`config.mk`:
```
export PLATFORM = sky130hd
export DESIGN_NAME = ultrasonic_echo_ranger_flat
export DESIGN_NICKNAME = d
export VERILOG_FILES = /design/src/hw/rtl/uer_pkg.sv /design/src/hw/rtl/uer_if.sv /design/src/hw/rtl/uer_skid.sv /design/src/hw/rtl/uer_core.sv /design/src/hw/rtl/ultrasonic_echo_ranger.sv /design/src/flat_wrapper.sv
export VERILOG_INCLUDE_DIRS = /design/src /design/src/hw/rtl
export SDC_FILE = /design/constraint.sdc
export NUM_CORES = 1
export LEC_CHECK = 0
export BUFFER_PORTS_ARGS = -buffer_cell sky130_fd_sc_hd__clkbuf_2
export CORE_ASPECT_RATIO = 0.7
export CORE_MARGIN = 2
export CORE_UTILIZATION = 56
export DETAILED_ROUTE_END_ITERATION = 10
export PLACE_DENSITY_LB_ADDON = 0.08
export SLEW_MARGIN = 15
export SYNTH_ARGS = -nofsm -noshare
export SYNTH_HDL_FRONTEND = slang
export SYNTH_HIERARCHICAL = 1
export SYNTH_SLANG_ARGS = --single-unit
export TNS_END_PERCENT = 1
```
`constraint.sdc`:
```
create_clock -name clk -period 4.4 [get_ports clk]
set_input_delay 0.22 -clock clk [delete_from_list [all_inputs] [get_ports clk]]
set_output_delay 0.22 -clock clk [all_outputs]
set_load 0.01 [all_outputs]
```
`src/hw/rtl/ultrasonic_echo_ranger_assert.svh`:
```
// Assertion macros shared by the echo ranger RTL.
// Define NO_ASSERTIONS to compile every macro to nothing.
`ifndef ULTRASONIC_ECHO_RANGER_ASSERT_SVH
`define ULTRASONIC_ECHO_RANGER_ASSERT_SVH
`ifndef NO_ASSERTIONS
`define UER_ASSERT(lbl, clk, rst, prop, msg) \
  lbl: assert property (@(posedge clk) disable iff (rst) prop) else $error(msg);
`define UER_NEVER(lbl, clk, rst, expr, msg) \
  lbl: assert property (@(posedge clk) disable iff (rst) !(expr)) else $error(msg);
`else
`define UER_ASSERT(lbl, clk, rst, prop, msg)
`define UER_NEVER(lbl, clk, rst, expr, msg)
`endif
`endif

```
`src/hw/rtl/uer_pkg.sv`:
```
// Types and constants for the ultrasonic echo ranger.
// No dependencies; used by the interfaces and all RTL modules.
`timescale 1ns / 1ps
package uer_pkg;

  localparam int SENSOR_COUNT_DEF = 4;
  localparam int COUNTER_BITS_DEF = 20;

  localparam int SENSOR_W  = 4;
  localparam int LEVELS_W  = 4;
  localparam int DIST_W    = 15;
  localparam int FRAC_W    = 10;
  localparam int TIMEOUT_W = 20;
  localparam int TRIG_W    = 8;
  localparam int GAP_W     = 16;
  localparam int CFG_IDX_W = 3;
  localparam int CFG_DAT_W = 20;

  localparam int DIST_MUL = 17;
  localparam int DIST_DIV = 1000;
  localparam logic [DIST_W-1:0] DIST_MAX = {DIST_W{1'b1}};

  localparam logic [TIMEOUT_W-1:0] RISE_TIMEOUT_RST   = 20'd25000;
  localparam logic [TIMEOUT_W-1:0] WIDTH_SINGLE_RST   = 20'd30000;
  localparam logic [TIMEOUT_W-1:0] WIDTH_SWEEP_RST    = 20'd300000;
  localparam logic [TRIG_W-1:0]    TRIGGER_RST        = 8'd10;
  localparam logic [GAP_W-1:0]     GAP_RST            = 16'd60;

  localparam logic [CFG_IDX_W-1:0] CFG_RISE_TIMEOUT = 3'd0;
  localparam logic [CFG_IDX_W-1:0] CFG_WIDTH_SINGLE = 3'd1;
  localparam logic [CFG_IDX_W-1:0] CFG_WIDTH_SWEEP  = 3'd2;
  localparam logic [CFG_IDX_W-1:0] CFG_TRIGGER      = 3'd3;
  localparam logic [CFG_IDX_W-1:0] CFG_GAP          = 3'd4;

  typedef struct packed {
    logic [TIMEOUT_W-1:0] rise_timeout_us;
    logic [TIMEOUT_W-1:0] width_timeout_single_us;
    logic [TIMEOUT_W-1:0] width_timeout_sweep_us;
    logic [TRIG_W-1:0]    trigger_us;
    logic [GAP_W-1:0]     gap_us;
  } cfg_t;

  typedef struct packed {
    logic [LEVELS_W-1:0] trigger_levels;
    logic                busy_res;
    logic                done_res;
    logic                status;
    logic [SENSOR_W-1:0] result_sensor;
    logic [DIST_W-1:0]   distance_cm;
    logic                last_of_run;
  } result_t;

endpackage

```
`src/hw/rtl/uer_if.sv`:
```
// Handshake channel interfaces of the echo ranger: tick samples, results, config writes.
// Depends on uer_pkg for field widths.
`timescale 1ns / 1ps
interface uer_sample_if;
  import uer_pkg::*;
  logic                valid;
  logic                ready;
  logic                start_req;
  logic                func;
  logic [SENSOR_W-1:0] sensor_index;
  logic [LEVELS_W-1:0] echo_levels;
  modport source (output valid, start_req, func, sensor_index, echo_levels, input ready);
  modport sink (input valid, start_req, func, sensor_index, echo_levels, output ready);
endinterface

interface uer_result_if;
  import uer_pkg::*;
  logic                valid;
  logic                ready;
  logic [LEVELS_W-1:0] trigger_levels;
  logic                busy_res;
  logic                done_res;
  logic                status;
  logic [SENSOR_W-1:0] result_sensor;
  logic [DIST_W-1:0]   distance_cm;
  logic                last_of_run;
  modport source (output valid, trigger_levels, busy_res, done_res, status, result_sensor,
                  distance_cm, last_of_run, input ready);
  modport sink (input valid, trigger_levels, busy_res, done_res, status, result_sensor,
                distance_cm, last_of_run, output ready);
endinterface

interface uer_cfg_if;
  import uer_pkg::*;
  logic                 valid;
  logic                 ready;
  logic [CFG_IDX_W-1:0] index;
  logic [CFG_DAT_W-1:0] data;
  modport source (output valid, index, data, input ready);
  modport sink (input valid, index, data, output ready);
endinterface

```
`src/hw/rtl/uer_skid.sv`:
```
// Output register with one skid entry for the result channel.
// Depends on uer_pkg for the result type.
`timescale 1ns / 1ps
module uer_skid (
  input  logic            clk,
  input  logic            rst,
  input  logic            in_valid,
  output logic            in_ready,
  input  uer_pkg::result_t in_data,
  output logic            out_valid,
  input  logic            out_ready,
  output uer_pkg::result_t out_data
);
  import uer_pkg::*;

  logic    skid_valid;
  result_t skid_data;
  logic    fire;
  logic    drain;

  assign in_ready = !skid_valid;
  assign fire     = in_valid && in_ready;
  assign drain    = !out_valid || out_ready;

  always_ff @(posedge clk) begin
    if (rst) begin
      out_valid  <= 1'b0;
      skid_valid <= 1'b0;
    end else if (drain) begin
      out_valid  <= skid_valid || fire;
      skid_valid <= 1'b0;
    end else if (fire) begin
      skid_valid <= 1'b1;
    end
  end

  // A beat that arrives while the output is stalled parks in the skid entry.
  always_ff @(posedge clk) begin
    if (drain) begin
      if (skid_valid) begin
        out_data <= skid_data;
      end else if (fire) begin
        out_data <= in_data;
      end
    end else if (fire) begin
      skid_data <= in_data;
    end
  end

endmodule

```
`src/hw/rtl/uer_core.sv`:
```
// Ranging sequencer: phase state, tick counter and running distance for one sensor run.
// Depends on uer_pkg for the configuration and result types.
`timescale 1ns / 1ps
module uer_core #(
  parameter int SENSOR_COUNT = uer_pkg::SENSOR_COUNT_DEF,
  parameter int COUNTER_BITS = uer_pkg::COUNTER_BITS_DEF
) (
  input  logic                          clk,
  input  logic                          rst,
  input  logic                          fire,
  input  logic                          start_req,
  input  logic                          func,
  input  logic [uer_pkg::SENSOR_W-1:0]  sensor_index,
  input  logic [uer_pkg::LEVELS_W-1:0]  echo_levels,
  input  uer_pkg::cfg_t                 cfg,
  output uer_pkg::result_t              res
);
  import uer_pkg::*;

  localparam int CW = (COUNTER_BITS > TIMEOUT_W) ? COUNTER_BITS : TIMEOUT_W;
  localparam logic [COUNTER_BITS-1:0] CNT_MAX = {COUNTER_BITS{1'b1}};
  localparam logic [SENSOR_W:0] SC = (SENSOR_W + 1)'(SENSOR_COUNT);

  typedef enum logic [2:0] {
    PH_IDLE,
    PH_TRIG,
    PH_RISE,
    PH_WIDTH,
    PH_GAP
  } phase_t;

  phase_t                  phase, phase_next;
  logic [COUNTER_BITS-1:0] elapsed, elapsed_next, elapsed_inc;
  logic [SENSOR_W-1:0]     current_sensor, current_sensor_next;
  logic                    sweeping, sweeping_next;
  logic [FRAC_W-1:0]       frac, frac_next, frac_inc;
  logic [DIST_W-1:0]       run_cm, run_cm_next, run_cm_inc;

  logic                    inc_ok;
  logic [FRAC_W:0]         frac_sum;
  logic                    frac_wrap;
  logic [LEVELS_W-1:0]     echo_shifted;
  logic                    echo_hi;
  logic [CW-1:0]           elapsed_cmp;
  logic [TIMEOUT_W-1:0]    width_limit;
  logic                    done, status, last;
  logic [SENSOR_W-1:0]     rsensor;
  logic [DIST_W-1:0]       rdist;

  assign inc_ok      = elapsed != CNT_MAX;
  assign elapsed_inc = inc_ok ? elapsed + 1'b1 : elapsed;
  assign elapsed_cmp = CW'(elapsed_inc);

  // The distance follows the width count as 17/1000 per tick: the fraction
  // in thousandths carries into the centimetre count.
  assign frac_sum  = {1'b0, frac} + (FRAC_W + 1)'(DIST_MUL);
  assign frac_wrap = frac_sum >= (FRAC_W + 1)'(DIST_DIV);

  always_comb begin
    frac_inc   = frac;
    run_cm_inc = run_cm;
    if (inc_ok) begin
      frac_inc = frac_wrap ? FRAC_W'(frac_sum - (FRAC_W + 1)'(DIST_DIV)) : frac_sum[FRAC_W-1:0];
      if (frac_wrap && run_cm != DIST_MAX) begin
        run_cm_inc = run_cm + 1'b1;
      end
    end
  end

  assign echo_shifted = echo_levels >> current_sensor;
  assign echo_hi      = echo_shifted[0];
  assign width_limit  = sweeping ? cfg.width_timeout_sweep_us : cfg.width_timeout_single_us;

  always_comb begin
    phase_next          = phase;
    elapsed_next        = elapsed;
    current_sensor_next = current_sensor;
    sweeping_next       = sweeping;
    frac_next           = '0;
    run_cm_next         = '0;
    done                = 1'b0;
    status              = 1'b0;
    last                = 1'b0;
    rsensor             = '0;
    rdist               = '0;
    case (phase)
      PH_IDLE: begin
        if (start_req) begin
          if (!func && {1'b0, sensor_index} >= SC) begin
            done    = 1'b1;
            status  = 1'b1;
            rsensor = sensor_index;
            last    = 1'b1;
          end else begin
            current_sensor_next = func ? '0 : sensor_index;
            sweeping_next       = func;
            phase_next          = PH_TRIG;
            elapsed_next        = '0;
          end
        end
      end
      PH_TRIG: begin
        elapsed_next = elapsed_inc;
        if (elapsed_cmp >= CW'(cfg.trigger_us)) begin
          phase_next   = PH_RISE;
          elapsed_next = '0;
        end
      end
      PH_RISE: begin
        if (echo_hi) begin
          phase_next   = PH_WIDTH;
          elapsed_next = '0;
        end else begin
          elapsed_next = elapsed_inc;
          if (elapsed_cmp > CW'(cfg.rise_timeout_us)) begin
            done         = 1'b1;
            status       = 1'b1;
            rsensor      = current_sensor;
            last         = 1'b1;
            phase_next   = PH_IDLE;
            elapsed_next = '0;
          end
        end
      end
      PH_WIDTH: begin
        elapsed_next = elapsed_inc;
        frac_next    = frac_inc;
        run_cm_next  = run_cm_inc;
        if (!echo_hi) begin
          done    = 1'b1;
          rsensor = current_sensor;
          rdist   = run_cm_inc;
          if (sweeping && ((SENSOR_W + 1)'(current_sensor) + 1'b1) < SC) begin
            phase_next = PH_GAP;
          end else begin
            last       = 1'b1;
            phase_next = PH_IDLE;
          end
          elapsed_next = '0;
        end else if (elapsed_cmp > CW'(width_limit)) begin
          done         = 1'b1;
          status       = 1'b1;
          rsensor      = current_sensor;
          last         = 1'b1;
          phase_next   = PH_IDLE;
          elapsed_next = '0;
        end
      end
      PH_GAP: begin
        elapsed_next = elapsed_inc;
        if (elapsed_cmp >= CW'(cfg.gap_us)) begin
          current_sensor_next = current_sensor + 1'b1;
          phase_next          = PH_TRIG;
          elapsed_next        = '0;
        end
      end
      default: begin
        phase_next   = PH_IDLE;
        elapsed_next = '0;
      end
    endcase
  end

  always_comb begin
    res.trigger_levels = (phase_next == PH_TRIG) ? (LEVELS_W'(1) << current_sensor_next) : '0;
    res.busy_res       = phase_next != PH_IDLE;
    res.done_res       = done;
    res.status         = status;
    res.result_sensor  = rsensor;
    res.distance_cm    = rdist;
    res.last_of_run    = last;
  end

  always_ff @(posedge clk) begin
    if (rst) begin
      phase          <= PH_IDLE;
      elapsed        <= '0;
      current_sensor <= '0;
      sweeping       <= 1'b0;
      frac           <= '0;
      run_cm         <= '0;
    end else if (fire) begin
      phase          <= phase_next;
      elapsed        <= elapsed_next;
      current_sensor <= current_sensor_next;
      sweeping       <= sweeping_next;
      frac           <= frac_next;
      run_cm         <= run_cm_next;
    end
  end

endmodule

```
`src/hw/rtl/ultrasonic_echo_ranger.sv`:
```
// Top level of the ultrasonic echo ranger: config registers, sequencer and result buffer.
// Depends on uer_pkg, uer_if, uer_core, uer_skid and the assertion macro header.
`timescale 1ns / 1ps
`include "ultrasonic_echo_ranger_assert.svh"
// Usage: every beat on the sample channel is one microsecond tick carrying the
// echo pin levels and an optional start request. Every accepted sample beat
// gives exactly one beat on the result channel, with the trigger pin drive,
// the busy flag and, on the tick a sensor finishes, its distance and status.
// A start in single mode ranges one sensor; in sweep mode all sensors in
// turn, with a gap between them, aborting on the first timeout.
// A sample's result beat is registered in the output register, or in the skid
// entry on a stall. Throughput: one sample beat per cycle while the result side
// keeps up; each beat updates the phase, counter and running distance registers.
// The cfg channel writes one register per beat and is always ready; write it
// only while no run is in progress.
// Reset puts the sequencer in idle, loads the register defaults and empties
// the result channel. When the result receiver stalls, one further sample
// beat is held in a skid entry; sample.ready then falls until it drains.
module ultrasonic_echo_ranger #(
  parameter int SENSOR_COUNT = uer_pkg::SENSOR_COUNT_DEF,
  parameter int COUNTER_BITS = uer_pkg::COUNTER_BITS_DEF
) (
  input  logic         clk,
  input  logic         rst,
  uer_sample_if.sink   sample,
  uer_result_if.source result,
  uer_cfg_if.sink      cfg
);
  import uer_pkg::*;

  cfg_t    regs;
  result_t core_res;
  result_t out_data;
  logic    skid_ready;
  logic    fire;

  assign cfg.ready    = 1'b1;
  assign sample.ready = skid_ready;
  assign fire         = sample.valid && skid_ready;

  always_ff @(posedge clk) begin
    if (rst) begin
      regs.rise_timeout_us         <= RISE_TIMEOUT_RST;
      regs.width_timeout_single_us <= WIDTH_SINGLE_RST;
      regs.width_timeout_sweep_us  <= WIDTH_SWEEP_RST;
      regs.trigger_us              <= TRIGGER_RST;
      regs.gap_us                  <= GAP_RST;
    end else if (cfg.valid) begin
      case (cfg.index)
        CFG_RISE_TIMEOUT: regs.rise_timeout_us         <= TIMEOUT_W'(cfg.data);
        CFG_WIDTH_SINGLE: regs.width_timeout_single_us <= TIMEOUT_W'(cfg.data);
        CFG_WIDTH_SWEEP:  regs.width_timeout_sweep_us  <= TIMEOUT_W'(cfg.data);
        CFG_TRIGGER:      regs.trigger_us              <= cfg.data[TRIG_W-1:0];
        CFG_GAP:          regs.gap_us                  <= cfg.data[GAP_W-1:0];
        default: begin
        end
      endcase
    end
  end

  uer_core #(
    .SENSOR_COUNT (SENSOR_COUNT),
    .COUNTER_BITS (COUNTER_BITS)
  ) u_core (
    .clk          (clk),
    .rst          (rst),
    .fire         (fire),
    .start_req    (sample.start_req),
    .func         (sample.func),
    .sensor_index (sample.sensor_index),
    .echo_levels  (sample.echo_levels),
    .cfg          (regs),
    .res          (core_res)
  );

  uer_skid u_skid (
    .clk       (clk),
    .rst       (rst),
    .in_valid  (sample.valid),
    .in_ready  (skid_ready),
    .in_data   (core_res),
    .out_valid (result.valid),
    .out_ready (result.ready),
    .out_data  (out_data)
  );

  assign result.trigger_levels = out_data.trigger_levels;
  assign result.busy_res       = out_data.busy_res;
  assign result.done_res       = out_data.done_res;
  assign result.status         = out_data.status;
  assign result.result_sensor  = out_data.result_sensor;
  assign result.distance_cm    = out_data.distance_cm;
  assign result.last_of_run    = out_data.last_of_run;

  // A beat taken while the result side is stalled must occupy the skid entry.
  `UER_ASSERT(a_skid_takes_beat, clk, rst, fire && result.valid && !result.ready |=> !sample.ready, "stalled beat not held in skid entry")
  // The closing result of a run leaves the sequencer idle.
  `UER_NEVER(a_last_ends_run, clk, rst, core_res.done_res && core_res.last_of_run && core_res.busy_res, "run still busy after its last result")
  // A trigger is only ever driven inside a run.
  `UER_NEVER(a_trigger_busy, clk, rst, core_res.trigger_levels != '0 && !core_res.busy_res, "trigger driven while idle")

endmodule
```
`src/flat_wrapper.sv`:
```
// flat-port wrapper written by rule: the top's interface ports become plain ports
module ultrasonic_echo_ranger_flat import uer_pkg::*;
#(
  parameter int SENSOR_COUNT = uer_pkg::SENSOR_COUNT_DEF,
  parameter int COUNTER_BITS = uer_pkg::COUNTER_BITS_DEF
)
  (clk, rst, sample_valid, sample_start_req, sample_func, sample_sensor_index, sample_echo_levels, sample_ready, result_valid, result_trigger_levels, result_busy_res, result_done_res, result_status, result_result_sensor, result_distance_cm, result_last_of_run, result_ready, cfg_valid, cfg_index, cfg_data, cfg_ready);
  uer_sample_if sample_i ();
  uer_result_if result_i ();
  uer_cfg_if cfg_i ();
  input  logic clk;
  input  logic rst;
  input wire logic [$bits(sample_i.valid)-1:0] sample_valid;
  input wire logic [$bits(sample_i.start_req)-1:0] sample_start_req;
  input wire logic [$bits(sample_i.func)-1:0] sample_func;
  input wire logic [$bits(sample_i.sensor_index)-1:0] sample_sensor_index;
  input wire logic [$bits(sample_i.echo_levels)-1:0] sample_echo_levels;
  output wire logic [$bits(sample_i.ready)-1:0] sample_ready;
  output wire logic [$bits(result_i.valid)-1:0] result_valid;
  output wire logic [$bits(result_i.trigger_levels)-1:0] result_trigger_levels;
  output wire logic [$bits(result_i.busy_res)-1:0] result_busy_res;
  output wire logic [$bits(result_i.done_res)-1:0] result_done_res;
  output wire logic [$bits(result_i.status)-1:0] result_status;
  output wire logic [$bits(result_i.result_sensor)-1:0] result_result_sensor;
  output wire logic [$bits(result_i.distance_cm)-1:0] result_distance_cm;
  output wire logic [$bits(result_i.last_of_run)-1:0] result_last_of_run;
  input wire logic [$bits(result_i.ready)-1:0] result_ready;
  input wire logic [$bits(cfg_i.valid)-1:0] cfg_valid;
  input wire logic [$bits(cfg_i.index)-1:0] cfg_index;
  input wire logic [$bits(cfg_i.data)-1:0] cfg_data;
  output wire logic [$bits(cfg_i.ready)-1:0] cfg_ready;
  assign sample_i.valid = sample_valid;
  assign sample_i.start_req = sample_start_req;
  assign sample_i.func = sample_func;
  assign sample_i.sensor_index = sample_sensor_index;
  assign sample_i.echo_levels = sample_echo_levels;
  assign sample_ready = sample_i.ready;
  assign result_valid = result_i.valid;
  assign result_trigger_levels = result_i.trigger_levels;
  assign result_busy_res = result_i.busy_res;
  assign result_done_res = result_i.done_res;
  assign result_status = result_i.status;
  assign result_result_sensor = result_i.result_sensor;
  assign result_distance_cm = result_i.distance_cm;
  assign result_last_of_run = result_i.last_of_run;
  assign result_i.ready = result_ready;
  assign cfg_i.valid = cfg_valid;
  assign cfg_i.index = cfg_index;
  assign cfg_i.data = cfg_data;
  assign cfg_ready = cfg_i.ready;
  ultrasonic_echo_ranger #(.SENSOR_COUNT(SENSOR_COUNT), .COUNTER_BITS(COUNTER_BITS)) u_core (.clk(clk), .rst(rst), .sample(sample_i), .result(result_i), .cfg(cfg_i));
endmodule
```
; After elaboration in Yosys (flattened, before gate mapping)
; Index checks and enable logic that the tools add are counted.
[totals]
output_inout_bits = 30
word_cells = 138
in_bits = 38
ff_bits = 193
[classes]
n_bitwise = 2
n_shift = 2
reduce_logical = 24
eq_ne = 14
n_lt_le_gt_ge = 7
addsub = 6
mux = 56
[op_table]
columns = op, n
row1 = 2-to-1 mux 20 bit, 10
row2 = one-hot mux 20 bit (5 select lines), 1
row3 = 2-to-1 mux 15 bit, 5
row4 = 2-to-1 mux 27 bit, 2
row5 = 2-to-1 mux 4 bit, 11
row6 = > comparator 20 bit, 2
row7 = 2-to-1 mux 10 bit, 3
row8 = 2-to-1 mux 3 bit, 9
row9 = adder 20 x 1 -> 20 bit (second input constant), 1
row10 = >= comparator 20 x 16 -> 1 bit, 1
row11 = >= comparator 20 x 8 -> 1 bit, 1
row12 = != test 20 bit (second input constant), 1
row13 = AND reduction 2 bit, 8
row14 = adder 15 x 1 -> 15 bit (second input constant), 1
row15 = != test 15 bit (second input constant), 1
row16 = one-hot mux 3 bit (5 select lines), 1
row17 = equality test 3 x 2 -> 1 bit (second input constant), 4
row18 = one-hot mux 4 bit (3 select lines), 1
row19 = adder 10 x 5 -> 11 bit (second input constant), 1
row20 = >= comparator 11 x 10 -> 1 bit (second input constant), 1
row21 = subtractor 10 bit (second input constant), 1
row22 = equality test 3 x 1 -> 1 bit (second input constant), 3
row23 = 2-to-1 mux 1 bit, 9
row24 = one-hot mux 1 bit (3 select lines), 3
row25 = 19 further kinds, 30

; Longest topological paths before layout
[logic_depth]
depth_word = 10
depth_mapped = 23
ltp_nobuf = 20

; By module
; The synthesis kept the hierarchy.
[modules_own_cells]
columns = module, cells_each, area_each_um2, seq_area_each_um2, instances
row1 = uer_core, 787, 5841.9, 1061.0, 1
row2 = ultrasonic_echo_ranger, 326, 3420.8, 1681.6, 1
row3 = uer_skid, 93, 2042.0, 1661.6, 1

; Worst setup path before layout
; OpenSTA, ideal clock, no wires.
[synth_timing]
kind = reg-to-reg
from = reg u_core.u_core.elapsed[0]
to = reg u_core/u_skid/out_data[21] (netlist name)
setup_time_ps = 260
path_stages_with_launch = 24
path_slack_ps = -313
path_buffers = 3
period_less_slack_ps = 4713
t_arrival_ps = 4453
required_ps = 4140
path_cell_list = dfxtp_1 -> ha_1 -> buf_2 -> nand4_2 -> nor4_4 -> nand3_1 -> clkbuf_1 -> and3_1 -> nand4_1 -> nor2_1 -> or2_2 -> ha_1 -> a21o_1 -> a21oi_1 -> o21ai_0 -> nor4b_1 -> o41ai_1 -> a31oi_1 -> nor2_1 -> o2111ai_1 -> nand2_1 -> or2_2 -> buf_4 -> mux2_2
[synth_between]
elab_chain_cells = 8
word_cells_on_any_way = 12
cone_classes = add/sub (1) / order compare (2) / eq/ne (1) / mux (8)
[synth_rtl]
columns = item, line
row1 = from (decl), uer_core.sv:33  ; logic [COUNTER_BITS-1:0] elapsed, elapsed_next, elapsed_inc;
row2 = from (signal assigned), uer_core.sv:184  ; elapsed <= elapsed_next;
row3 = adder 20 x 1 -> 20 bit or != test 20 bit (tied branches), "uer_core.sv:51, uer_core.sv:50"
row4 = 2-to-1 mux 20 bit *, uer_core.sv:51  ; assign elapsed_inc = inc_ok ? elapsed + 1'b1 : elapsed;
row5 = "> comparator 20 bit, on equally long branches", "uer_core.sv:140, uer_core.sv:115"
row6 = "2-to-1 mux 1 bit, on equally long branches", "uer_core.sv:140, uer_core.sv:115"
row7 = "2-to-1 mux 1 bit, on equally long branches", "uer_core.sv:129, uer_core.sv:110"
row8 = one-hot mux 1 bit (3 select lines) *, uer_core.sv:86  ; case (phase)
row9 = net u_core.u_core.done, uer_core.sv:46  ; logic done, status, last;
row10 = 2-to-1 mux 27 bit *, uer_skid.sv:42  ; end else if (fire) begin
row11 = 2-to-1 mux 27 bit *, uer_skid.sv:40  ; if (skid_valid) begin
; The timed path passes the listed nets; every way through them passes the cells marked *. The select of a mux whose other input is x is not followed.
; A chain may end at the register's enable or synchronous reset.

==> reports/metrics.csv <==
metric;value;unit
synth_xor_area_share;3.10;%
coreArea;19800;sq um
cp_slowest_cell;or4_4;
die_width;174;um
avgViaCountPerCell;5.84;
hold_viol;0;
num_rows;43;
syn_avg_cell_area;9.37;sq um
power.leakage;0.00544;uW
wl_per_cell;18.3;um
critPathKind;reg2reg;
synth_commonest_cells;dfxtp_1 (139), nor2_1 (129), mux2i_1 (109);
reg2reg_from;u_core/u_core/elapsed[4]$_SDFFE_PP0P_;
path_clk_slew;70;ps
setup_viol;0;
finalMaxSlewViolations;0;
critPathCapture;u_core/u_skid/out_data[26]$_DFFE_PP_;
synth_most_common_cell;dfxtp_1;
r2r-end;u_core/u_skid/out_data[26]$_DFFE_PP_;
clock-sinks;193;
ir_drop;0.268;mV
worstPathMaxFanout;4;
period_minus_slack;4340;ps
start_kind;register;
firstDrtPassIters;6;
antenna_left;0;
synth_cell_types;80;
reg2reg_depth;19;
die_y;123;um
synth-simple-area-share;20.9;%
routabilityCongestion;0.928;
worst_slack;57.8;ps
synth-compound-area-share;11.1;%
hpwl;21.0;mm
grt_remaining_overflow;0;
grt_pass1_wl;46.5;mm
end_kind;register;
critPathRequiredTime;4590;ps
fp.dieArea;21400;sq um
grt_antenna_before_repair;0;
cts_root_buffer;clkbuf_16;
antenna_cells;0;
drt-initial-drc-count;791;
cp-startpoint;u_core/u_core/elapsed[4]$_SDFFE_PP0P_;
status;finished, final reports clean;
p_per_area;295;nW/um^2
netlist_area;11300;sq um
fmax;0.230;GHz
rsz0062_at_grt;true;
tns;0;ps
fin_crit_sh;98.7;%
place_worst_setup_slack;-75.7;ps
worst_pin_slew;1110;ps
pin_count;68;
fin_nets;1400;
syn_inst;1206;
max_slew_margin;25.4;%
worstSkewPairLatency;440;ps
clock_path_buffers;2;
drv_cap;0;
skew;10.8;ps
synth_top_area_cell;dfxtp_1;
synth_edf_count;54;
ys_warn_count;6;
totalWireLength;29.0;mm
vias;9231;
ys_seq_area_share;39.0;%
yosys-top-cells-area;dfxtp_1 (25%), edfxtp_1 (14%), mux2i_1 (9.7%), ha_1 (7.1%), nand2b_1 (4.6%);
synth_top_family_by_area;simple AND/OR/NAND/NOR gates;
syn-num-nets;1308;
grt_usage;27.7;%
ys_seq_elements;193;
synthFlopType;dfxtp_1;
io_buffers;66;
grt_max_degree;87;
holdBufCountCts;0;
postLayoutCoreUtil;66.2;%
cts_tree;done;
reg2reg_setup_slack;60;ps
layout-drive-gt1-share;21.4;%
path_common_cell;buf_4;
synthMuxAreaShare;13.5;%
crit_arrival;4540;ps
slowest_delay;590;ps
hold_path_class;in2reg;
drc;0;
crit_chain;nand4_1 -> or4_4 -> buf_4 -> mux2i_4 -> inv_1 -> ha_1 -> a21oi_1 -> nor2b_1 -> o21ai_0 -> nor4bb_2 -> buf_4 -> and3_1 -> nand2_1 -> o211ai_1 -> buf_4 -> a222oi_1 -> nand3b_1 -> nor2_1 -> mux2_4;
grt_pass1_vias;8594;
htree_levels;4;
synth_fa_ha_area_share;7.26;%
ys_async_sr_fraction;0;%
start_util;57.1;%
synth_top_area_share;24.6;%
cts_buffers;17;
area_growth;16.0;%
## stage by stage
stage | instances | hold WS (ps) | power (uW) | cell area, sq um
floorplan | 1206 | 289 | 2160 | 11400
global placement | 1546 | 458 | 2260 | 12200
detailed placement | 1546 | 460 | 2270 | 12200
CTS | 1580 | 23.3 | 3880 | 12900
global route | 1581 | 40.0 | 4000 | 13100
finish | 1581 | 43.4 | 3870 | 13100
## registers in the layout, summed over array words and instances, names as in the netlist, 3 cells and up
register	flops
u_core/regs	84
u_core/u_core/current_sensor	4
u_core/u_core/elapsed	20
u_core/u_core/frac	10
u_core/u_core/phase	3
u_core/u_core/run_cm	15
u_core/u_skid/out_data	27
u_core/u_skid/skid_data	27
## where the power goes
group / switching, uW / leakage (uW) / total [uW] / internal [uW]
Combinational: 207 / 0.00351 / 345 / 137
Clock: 683 / 0.000303 / 1620 / 940
Sequential: 28.0 / 0.00163 / 1900 / 1870
Total: 919 / 0.00544 / 3870 / 2950
## logic make-up after synthesis
kind of cell / after synthesis
buffers and inverters: 130
AOI/OAI and AO/OA: 191
and+or+nand+nor: 440
other: 1
adders and majority gates: 66
DFF: 193
xor gates and xnor gates: 40
muxes: 145
## layout make-up
class / instances / area, sq um
Clock buffer: 23 / 475
Tap cell: 270 / 338
Fill cell: 1664 / 6690
Sequential cell: 193 / 4420
Timing Repair Buffer: 139 / 908
Multi-Input combinational cell: 883 / 6600
Inverter: 64 / 240
Clock inverter: 9 / 130
## metal layers
layer  GRT usage, %  wire [um]  up-vias
met5              0          0        -
met4           6.20        309        0
met3           6.07       1930       29
met2           38.2      11500      287
met1           43.4      15300     4415
li1               -          -     4500
## cell usage in the layout (no fill, tap or decap), drive strengths merged, types with 7 or more instances in the layout
| master | n |
|---|---|
| a21oi | 57 |
| nand2 | 65 |
| xnor2 | 24 |
| a22oi | 7 |
| dfxtp | 139 |
| nor2 | 129 |
| o211ai | 8 |
| mux2i | 110 |
| and3 | 16 |
| xor2 | 16 |
| a22o | 14 |
| edfxtp | 54 |
| clkbuf | 88 |
| or3 | 10 |
| buf | 74 |
| a211oi | 10 |
| nand4 | 23 |
| nand2b | 83 |
| ha | 64 |
| nor4 | 11 |
| nor3 | 16 |
| mux2 | 34 |
| inv | 67 |
| nand3 | 36 |
| o21ai | 43 |
## worst max-delay path, delay by kind of cell, from the launching register on
kind | cells | cell delay [ps]
buffers and inverters | 4 | 580
DFF | 1 | 360
adders and majority gates | 1 | 320
AOI/OAI and AO/OA | 4 | 750
and+or+nand+nor | 8 | 1650
muxes | 2 | 430
## repair_timing
item	CTS	global route
buffers inserted	2	1
setup endpoints to repair	5	37
pin swaps	10	15
gates resized for setup	8	43
## worst min path at each step
stage / startpoint / to / slack [ps] / cells after the start
global route: cfg_data[8] / u_core/regs[8]$_SDFFE_PP0P_ / 40 / 3
CTS: cfg_data[8] / u_core/regs[8]$_SDFFE_PP0P_ / 20 / 3
finish: cfg_data[5] / u_core/regs[21]$_SDFFE_PP0P_ / 40 / 3
detailed placement: u_core/regs[51]$_SDFFE_PP0P_ / u_core/regs[51]$_SDFFE_PP0P_ / 460 / 2
global placement: u_core/regs[51]$_SDFFE_PP0P_ / u_core/regs[51]$_SDFFE_PP0P_ / 460 / 2
floorplan: rst / u_core/u_skid/out_valid$_SDFFE_PP0P_ / 290 / 1
(Power assumes the default switching activity.)
